<file path="src/i2ctpm_pkg.sv">
// Shared types and codes for the I2C target packet mailbox.
package i2ctpm_pkg;

    // One bus line change: which line, its new level, the other line's level
    typedef struct packed {
        logic req_type;
        logic new_level;
        logic other_level;
    } in_item_t;

    // Line drive after the change and the packet check outcome
    typedef struct packed {
        logic       sda_release;
        logic [1:0] packet_status;
    } out_item_t;

    // Line that changed
    localparam logic REQ_SCL = 1'b0;
    localparam logic REQ_SDA = 1'b1;

    // Packet check outcomes
    localparam logic [1:0] STATUS_NONE    = 2'd0;
    localparam logic [1:0] STATUS_VALID   = 2'd1;
    localparam logic [1:0] STATUS_BAD_LEN = 2'd2;
    localparam logic [1:0] STATUS_BAD_SUM = 2'd3;

    localparam int ADDR_BITS = 7;
    localparam int BYTE_BITS = 8;

    // Bus phase
    typedef enum logic [3:0] {
        PH_IDLE = 4'b0001,
        PH_ADDR = 4'b0010,
        PH_RX   = 4'b0100,
        PH_TX   = 4'b1000
    } bus_phase_t;

    // Acknowledge sequencing across clock falls: drive, then release
    typedef enum logic [2:0] {
        ACK_NONE   = 3'b001,
        ACK_START  = 3'b010,
        ACK_FINISH = 3'b100
    } ack_phase_t;

endpackage

</file>
<file path="src/i2ctpm_ram.sv">
// Generic single-port-write, registered-read RAM.
module i2ctpm_ram #(
    parameter int WIDTH = 8,
    parameter int DEPTH = 24,
    localparam int AW = (DEPTH > 1) ? $clog2(DEPTH) : 1
) (
    input  logic             aclk,
    input  logic             wr_en,
    input  logic [AW-1:0]    wr_addr,
    input  logic [WIDTH-1:0] wr_data,
    input  logic [AW-1:0]    rd_addr,
    output logic [WIDTH-1:0] rd_data
);

    logic [WIDTH-1:0] mem [DEPTH];
    logic [WIDTH-1:0] rd_data_reg;

    // Write one entry, register the read
    always_ff @(posedge aclk) begin
        if (wr_en) begin
            mem[wr_addr] <= wr_data;
        end
        rd_data_reg <= mem[rd_addr];
    end

    assign rd_data = rd_data_reg;

endmodule

</file>
<file path="src/i2ctpm_core.sv">
// Bus protocol engine: start/stop, byte shifting, acknowledge, packet check and reply.
module i2ctpm_core
    import i2ctpm_pkg::*;
#(
    parameter int PACKET_BYTES     = 24,
    parameter int REPLY_DATA_BYTES = 19
) (
    input  logic                 aclk,
    input  logic                 aresetn,
    input  logic                 step,
    input  in_item_t             item,
    input  logic [ADDR_BITS-1:0] own_address,
    output out_item_t            result
);

    localparam int AW = (PACKET_BYTES > 1) ? $clog2(PACKET_BYTES) : 1;
    localparam int CW = $clog2(PACKET_BYTES + 2);
    localparam int TW = $clog2(PACKET_BYTES + 1);

    localparam logic [CW-1:0] RX_FULL = CW'(PACKET_BYTES);
    localparam logic [CW-1:0] RX_OVER = CW'(PACKET_BYTES + 1);
    localparam logic [TW-1:0] TX_END  = TW'(PACKET_BYTES);
    localparam logic [TW-1:0] TX_LAST = TW'(PACKET_BYTES - 1);
    localparam logic [TW-1:0] TX_LEN  = TW'(3);
    localparam logic [BYTE_BITS-1:0] REPLY_LEN = BYTE_BITS'(REPLY_DATA_BYTES);
    localparam logic [BYTE_BITS-1:0] REPLY_SUM = BYTE_BITS'(256 - REPLY_DATA_BYTES);

    bus_phase_t           bus_phase_reg, bus_phase_next;
    ack_phase_t           ack_phase_reg, ack_phase_next;
    logic                 ack_pos_reg, ack_pos_next;
    logic [BYTE_BITS-1:0] shift_reg, shift_next;
    logic [3:0]           bit_count_reg, bit_count_next;
    logic [CW-1:0]        rx_count_reg, rx_count_next;
    logic [BYTE_BITS-1:0] sum_reg, sum_next;
    logic [TW-1:0]        tx_index_reg, tx_index_next;
    logic                 reply_pending_reg, reply_pending_next;
    logic                 reply_ready_reg, reply_ready_next;
    logic                 sda_reg, sda_next;
    logic [1:0]           status;

    logic                 wr_en;
    logic [AW-1:0]        wr_addr;
    logic [AW-1:0]        rd_addr;
    logic [TW-1:0]        rd_index;
    logic [BYTE_BITS-1:0] rd_data;
    logic [BYTE_BITS-1:0] tx_byte;
    logic [CW-1:0]        stored_count;
    logic [2:0]           bit_pos;
    logic                 nacked;

    // Packet buffer
    i2ctpm_ram #(
        .WIDTH(BYTE_BITS),
        .DEPTH(PACKET_BYTES)
    ) u_buffer (
        .aclk   (aclk),
        .wr_en  (wr_en & step),
        .wr_addr(wr_addr),
        .wr_data(shift_next),
        .rd_addr(rd_addr),
        .rd_data(rd_data)
    );

    // Work out the state after one line change, in bus event order
    always_comb begin
        bus_phase_next     = bus_phase_reg;
        ack_phase_next     = ack_phase_reg;
        ack_pos_next       = ack_pos_reg;
        shift_next         = shift_reg;
        bit_count_next     = bit_count_reg;
        rx_count_next      = rx_count_reg;
        sum_next           = sum_reg;
        tx_index_next      = tx_index_reg;
        reply_pending_next = reply_pending_reg;
        reply_ready_next   = reply_ready_reg;
        sda_next           = sda_reg;
        status             = STATUS_NONE;
        wr_en              = 1'b0;
        wr_addr            = rx_count_reg[AW-1:0];
        tx_byte            = '0;
        stored_count       = '0;
        bit_pos            = '0;
        nacked             = 1'b0;

        if (item.req_type == REQ_SDA) begin
            // Data change with clock high: start or stop
            if (item.other_level && !item.new_level) begin
                bus_phase_next = PH_ADDR;
                shift_next     = '0;
                bit_count_next = '0;
            end else if (item.other_level && item.new_level) begin
                bus_phase_next = PH_IDLE;
            end
        end else begin
            // Clock rise: shift in one bit
            if (item.new_level && (bus_phase_reg == PH_ADDR || bus_phase_reg == PH_RX) &&
                ack_phase_reg == ACK_NONE) begin
                shift_next = {shift_reg[BYTE_BITS-2:0], item.other_level};
                if (bit_count_reg != 4'd15) begin
                    bit_count_next = bit_count_reg + 4'd1;
                end
                if (bit_count_next == 4'd8) begin
                    ack_phase_next = ACK_START;
                    ack_pos_next   = 1'b1;
                    if (bus_phase_reg == PH_ADDR) begin
                        if (shift_next[BYTE_BITS-1:1] != own_address) begin
                            ack_pos_next   = 1'b0;
                            bus_phase_next = PH_IDLE;
                        end else if (!shift_next[0]) begin
                            rx_count_next      = '0;
                            sum_next           = '0;
                            reply_ready_next   = 1'b0;
                            shift_next         = '0;
                            bit_count_next     = '0;
                            bus_phase_next     = PH_RX;
                            reply_pending_next = 1'b1;
                        end else begin
                            if (reply_pending_reg) begin
                                if (rx_count_reg != RX_FULL) begin
                                    status = STATUS_BAD_LEN;
                                end else if (sum_reg != '0) begin
                                    status = STATUS_BAD_SUM;
                                end else begin
                                    status           = STATUS_VALID;
                                    reply_ready_next = 1'b1;
                                end
                                reply_pending_next = 1'b0;
                            end
                            bus_phase_next = PH_TX;
                            tx_index_next  = '0;
                            bit_count_next = '0;
                        end
                    end else begin
                        // Store the received byte while the buffer has room and fold it into the sum
                        wr_en = (rx_count_reg < RX_FULL);
                        sum_next = sum_reg + shift_next;
                        if (rx_count_reg < RX_OVER) begin
                            rx_count_next = rx_count_reg + 1'b1;
                        end
                        bit_count_next = '0;
                    end
                end
            end

            // Clock fall: drive and release the acknowledge
            if (!item.new_level && ack_phase_next == ACK_START) begin
                sda_next       = !ack_pos_next;
                ack_phase_next = ACK_FINISH;
            end else if (!item.new_level && ack_phase_next == ACK_FINISH) begin
                sda_next       = 1'b1;
                ack_phase_next = ACK_NONE;
            end

            // Clock fall: shift out one bit unless the master refused the byte
            if (!item.new_level && bus_phase_next == PH_TX && ack_phase_next == ACK_NONE) begin
                nacked = (tx_index_next != '0) && (bit_count_next == '0) && item.other_level;
                if (!nacked) begin
                    if (reply_ready_next) begin
                        stored_count = RX_FULL;
                    end else if (rx_count_next < RX_FULL) begin
                        stored_count = rx_count_next;
                    end else begin
                        stored_count = RX_FULL;
                    end
                    if (CW'(tx_index_next) >= stored_count) begin
                        tx_byte = '0;
                    end else if (reply_ready_next) begin
                        if (tx_index_next == TX_LAST) begin
                            tx_byte = REPLY_SUM;
                        end else if (tx_index_next == TX_LEN) begin
                            tx_byte = REPLY_LEN;
                        end else begin
                            tx_byte = '0;
                        end
                    end else begin
                        tx_byte = rd_data;
                    end
                    bit_pos = (bit_count_next < 4'd8) ? 3'(4'd7 - bit_count_next) : 3'd0;
                    sda_next = tx_byte[bit_pos];
                    bit_count_next = bit_count_next + 4'd1;
                    if (bit_count_next >= 4'd8) begin
                        ack_phase_next = ACK_START;
                        ack_pos_next   = 1'b0;
                        bit_count_next = '0;
                        if (tx_index_next < TX_END) begin
                            tx_index_next = tx_index_next + 1'b1;
                        end
                    end
                end
            end
        end
    end

    // Keep the buffer read address on the current transmit index
    assign rd_index = step ? tx_index_next : tx_index_reg;
    assign rd_addr  = (rd_index < TX_END) ? rd_index[AW-1:0] : '0;

    // Advance the state on each accepted transaction
    always_ff @(posedge aclk) begin
        if (!aresetn) begin
            bus_phase_reg     <= PH_IDLE;
            ack_phase_reg     <= ACK_NONE;
            ack_pos_reg       <= 1'b0;
            shift_reg         <= '0;
            bit_count_reg     <= '0;
            rx_count_reg      <= '0;
            sum_reg           <= '0;
            tx_index_reg      <= '0;
            reply_pending_reg <= 1'b0;
            reply_ready_reg   <= 1'b0;
            sda_reg           <= 1'b1;
        end else if (step) begin
            bus_phase_reg     <= bus_phase_next;
            ack_phase_reg     <= ack_phase_next;
            ack_pos_reg       <= ack_pos_next;
            shift_reg         <= shift_next;
            bit_count_reg     <= bit_count_next;
            rx_count_reg      <= rx_count_next;
            sum_reg           <= sum_next;
            tx_index_reg      <= tx_index_next;
            reply_pending_reg <= reply_pending_next;
            reply_ready_reg   <= reply_ready_next;
            sda_reg           <= sda_next;
        end
    end

    assign result.sda_release   = sda_next;
    assign result.packet_status = status;

    // A checked packet never stays pending
    a_ready_not_pending: assert property (@(posedge aclk) disable iff (!aresetn)
        reply_ready_reg |-> !reply_pending_reg)
        else $error("reply ready while still pending");

    // A reply is built only on entry to transmit
    a_reply_in_tx: assert property (@(posedge aclk) disable iff (!aresetn)
        $rose(reply_ready_reg) |-> bus_phase_reg == PH_TX)
        else $error("reply armed outside transmit");

    // Counters stay within their saturation limits
    a_counts_bounded: assert property (@(posedge aclk) disable iff (!aresetn)
        rx_count_reg <= RX_OVER && tx_index_reg <= TX_END)
        else $error("byte counter past limit");

    // A passed check is reported only with a good length and sum
    a_valid_status: assert property (@(posedge aclk) disable iff (!aresetn)
        step && status == STATUS_VALID |-> rx_count_reg == RX_FULL && sum_reg == '0)
        else $error("valid status on a bad packet");

endmodule

</file>
<file path="src/i2c_target_packet_mailbox.sv">
// Top level of the I2C target packet mailbox: handshakes, address register, result register.
// A result is registered and appears on m_ in the cycle after its bus event transaction is accepted.
// Throughput: one event per cycle while s_ready is high; all work for an event is done by the core's
//   combinational step between its state registers and the result register.
// s_ready drops only while a result waits in the output register and m_ready is low.
// Reset (aresetn, synchronous, active low) idles the bus engine, releases SDA,
//   clears own_address and empties the output register; the packet buffer is not cleared.
module i2c_target_packet_mailbox
    import i2ctpm_pkg::*;
#(
    parameter int PACKET_BYTES     = 24,
    parameter int REPLY_DATA_BYTES = 19
) (
    input  logic                 aclk,
    input  logic                 aresetn,
    input  logic                 s_valid,
    output logic                 s_ready,
    input  in_item_t             s_data,
    output logic                 m_valid,
    input  logic                 m_ready,
    output out_item_t            m_data,
    input  logic                 cfg_valid,
    output logic                 cfg_ready,
    input  logic [ADDR_BITS-1:0] cfg_data
);

    logic [ADDR_BITS-1:0] own_address_reg;
    logic                 m_valid_reg;
    out_item_t            m_data_reg;
    out_item_t            core_result;
    logic                 s_accept;

    assign s_ready   = !m_valid_reg || m_ready;
    assign s_accept  = s_valid && s_ready;
    assign cfg_ready = 1'b1;

    // Protocol engine
    i2ctpm_core #(
        .PACKET_BYTES    (PACKET_BYTES),
        .REPLY_DATA_BYTES(REPLY_DATA_BYTES)
    ) u_core (
        .aclk       (aclk),
        .aresetn    (aresetn),
        .step       (s_accept),
        .item       (s_data),
        .own_address(own_address_reg),
        .result     (core_result)
    );

    // Hold the bus address
    always_ff @(posedge aclk) begin
        if (!aresetn) begin
            own_address_reg <= '0;
        end else if (cfg_valid && cfg_ready) begin
            own_address_reg <= cfg_data;
        end
    end

    // Load or drain the result register
    always_ff @(posedge aclk) begin
        if (!aresetn) begin
            m_valid_reg <= 1'b0;
        end else if (s_accept) begin
            m_valid_reg <= 1'b1;
        end else if (m_ready) begin
            m_valid_reg <= 1'b0;
        end
    end

    always_ff @(posedge aclk) begin
        if (s_accept) begin
            m_data_reg <= core_result;
        end
    end

    assign m_valid = m_valid_reg;
    assign m_data  = m_data_reg;

endmodule
</file>
<file path="config.mk">
export PLATFORM = sky130hd
export DESIGN_NAME = i2c_target_packet_mailbox
export DESIGN_NICKNAME = d
export VERILOG_FILES = /design/src/i2ctpm_pkg.sv /design/src/i2ctpm_ram.sv /design/src/i2ctpm_core.sv /design/src/i2c_target_packet_mailbox.sv
export SDC_FILE = /design/constraint.sdc
export NUM_CORES = 1
export LEC_CHECK = 0
export BUFFER_PORTS_ARGS = -buffer_cell sky130_fd_sc_hd__buf_2
export CORE_UTILIZATION = 38
export DETAILED_ROUTE_END_ITERATION = 7
export PLACE_DENSITY = 0.61
export SYNTH_ARGS = -nofsm -noshare
export SYNTH_HDL_FRONTEND = slang
export SYNTH_SLANG_ARGS = --single-unit
</file>
<file path="constraint.sdc">
create_clock -name aclk -period 4.6 [get_ports aclk]
set_input_delay 0.46 -clock aclk [delete_from_list [all_inputs] [get_ports aclk]]
set_output_delay 0.46 -clock aclk [all_outputs]
set_load 0.05 [all_outputs]
</file>
==> results.json <==
{
  "p_per_area_mw_per_mm2": 347,
  "leakagePower_nw": 4.59,
  "synth_nets": 1051,
  "cts_max_path_buffers": 3,
  "design_area_mm2": 0.0135,
  "grt_max_degree": 50,
  "syn_inst": 1014,
  "worstPathArrival_ns": 4.81,
  "ctsRootBufferMaster": "clkbuf_16",
  "worstPathRequired_ns": 5.04,
  "io_pins": 21,
  "drive_gt1_frac": 0.137,
  "post-route-period-util": 0.950,
  "die_h_um": 178,
  "via_per_inst": 5.74,
  "wirelength_um": 31500,
  "grt_remaining_overflow": 0,
  "finalCoreUtilization": 0.440,
  "fin_ws_ns": 0.228,
  "clkSlewWorstSetupHoldPaths_ns": 0.06,
  "insertion_delay_ns": 0.56,
  "drtPass1Iterations": 7,
  "synth_cell_type_count": 92,
  "setup_viol": 0,
  "yosysSeqAreaShare": 0.592,
  "die_x_um": 178,
  "wl_per_cell_um": 21.3,
  "core_area_mm2": 0.0306,
  "synth_top_area_share": 0.495,
  "nFillCells": 2833,
  "drc_errors": 0,
  "area_growth_pct": 13.8,
  "cp_max_fo": 11,
  "ys.flop_type": "edfxtp_1",
  "cts_sinks": 252,
  "use_met2": 0.323,
  "status": "completed",
  "synthTopCellsByArea": "edfxtp_1 50%, dfxtp_1 9.7%, nand2_1 2.5%",
  "antenna_found_initial": 0,
  "slew_headroom": 0.265,
  "synth_edf_count": 195,
  "gp_congestion": 0.857,
  "portBuffers": 19,
  "synthArstFlopShare": 0,
  "largest_reg_flops": 192,
  "multiInputGateArea_mm2": 0.00451,
  "critPathKind": "reg -> reg",
  "grt_pass1_vias": 8247,
  "skew_ns": 0.0110,
  "nNetsFinal": 1095,
  "grt_use_total": 0.201,
  "max_clock_freq_mhz": 229,
  "cp-start-kind": "register",
  "min_path_type": "in -> reg",
  "final_hold_viol_count": 0,
  "netlist_area_mm2": 0.0118,
  "rr_worst_depth": 12,
  "syn_area_per_cell_um2": 11.7,
  "synth_common_cells": "195 x edfxtp_1, 79 x nand2_1, 70 x nor2_1, 57 x dfxtp_1, 48 x a21oi_1",
  "grt_pass1_wl_um": 48300,
  "tightestPinTransition_ns": 1.10,
  "cts_made_buffers": 27,
  "dp_hpwl_um": 21200,
  "largest_register": "u_core.u_buffer.mem",
  "start_util": 0.387,
  "row_count": 64,
  "pre_cts_ws_ns": 0.196,
  "top_usage_layer": "met2",
  "grt_setup_unrepaired": "no",
  "grtUsageMet3": 0.0318,
  "htreeDepth": 1,
  "dpl_cell_area_mm2": 0.0126,
  "drtAntennaViolNets": 0,
  "cts_tree": "yes",
  "fin_setup_tns_ns": 0,
  "ys_ff_latch": 252,
  "whs_path_depth": 3,
  "yosys.area.top_type": "edfxtp_1",
  "ys_warn_count": 0,
  "regArea_mm2": 0.00700,
  "ir_drop_mv": 0.241,
  "fin_crit_ns": 4.37,
  "dieArea_mm2": 0.0318,
  "first_iter_violations": 784,
  "via_count": 8472,
  "drv_cap": 0,
  "synthMostInstantiatedCell": "edfxtp_1",
  "end_kind": "register",
  "slew_viol_final": 0,
  "grtUsageMet1": 0.277
}
report_power, final:
part	internal, W	leakage (nW)	total (W)	switching (W)
clock	0.00125	0.425	0.00214	0.000893
sequential	0.00243	2.15	0.00244	0.00000850
combinational	0.0000309	2.01	0.0000905	0.0000595
total	0.00370	4.59	0.00467	0.000961
worst paths after layout:
kind / start / to / slack, ns
max: u_core.bit_count_reg[0] / u_core.u_buffer.rd_data[1] / 0.23
min: s_valid / m_valid / 0.16
max reg2reg: u_core.bit_count_reg[0] / u_core.u_buffer.rd_data[1] / 0.23
min reg2reg: u_core.reply_ready_reg / u_core.reply_ready_reg / 0.47
cells in the final DEF (no fill, tap or decap), types with 10 or more instances in the layout:
cell       instances
edfxtp_1         195
nand2_1           78
nor2_1            69
dfxtp_1           57
a21oi_1           48
o21ai_0           46
buf_4             45
nand3_1           40
nor2b_1           37
mux2i_1           29
clkbuf_16         27
ha_1              21
inv_1             20
and3_1            20
nor3_1            19
buf_2             19
a22oi_1           18
nand4_1           16
xnor2_1           13
nand2b_1          11
or3_1             11
a21boi_0          11
mux2_2            10
and2_1            10
worst max-delay path, cell delays in order, from the launching register on:
cell and delay [ns]:
dfxtp_1 0.37, ha_1 0.27, nor3b_1 0.27, o21ai_1 0.19, nor2_1 0.40, a21oi_2 0.18
xnor2_1 0.46, o21ai_1 0.39, nor2_4 0.44, nor2_2 0.20, o311ai_0 0.53, nand4_1 0.32
nor4bb_1 0.22
layer usage:
layer,vias to the layer above,wire length (µm)
met5,-,0
li1,3968,-
met4,0,931
met1,4146,14000
met2,286,14600
met3,72,1990
final cells by class:
cell class | count | area share
sequential | 252 | 0.520
multi-input combinational | 687 | 0.336
clock buffer | 39 | 0.0558
tap | 396 | 0.0368
timing repair buffer | 67 | 0.0366
clock inverter | 11 | 0.00856
inverter | 23 | 0.00642
antenna | 1 | 0.000186
through the flow:
| stage | cells | hold WS (ns) | power (W) |
|---|---|---|---|
| after floorplan | 1014 | 0.443 | 0.00255 |
| after global placement | 1425 | 0.461 | 0.00257 |
| after detailed placement | 1425 | 0.463 | 0.00257 |
| after CTS | 1475 | 0.153 | 0.00470 |
| after global routing | 1475 | 0.190 | 0.00479 |
| final | 1476 | 0.162 | 0.00467 |
kinds of logic after synthesis:
family	synth area share
xor+xnor	0.0160
flops	0.592
other cells	0.000317
compound gates	0.143
mux	0.0341
fa+ha+maj	0.0239
simple gates	0.163
buf+inv	0.0273
what timing repair did:
action | 4_1_cts | 5_1_grt
setup endpoints to repair | 0 | 3
hold buffers | 0 | 0
resized for setup | 0 | 2
buffers inserted | 0 | 0
No activity file was read; power rests on OpenSTA's default activity.
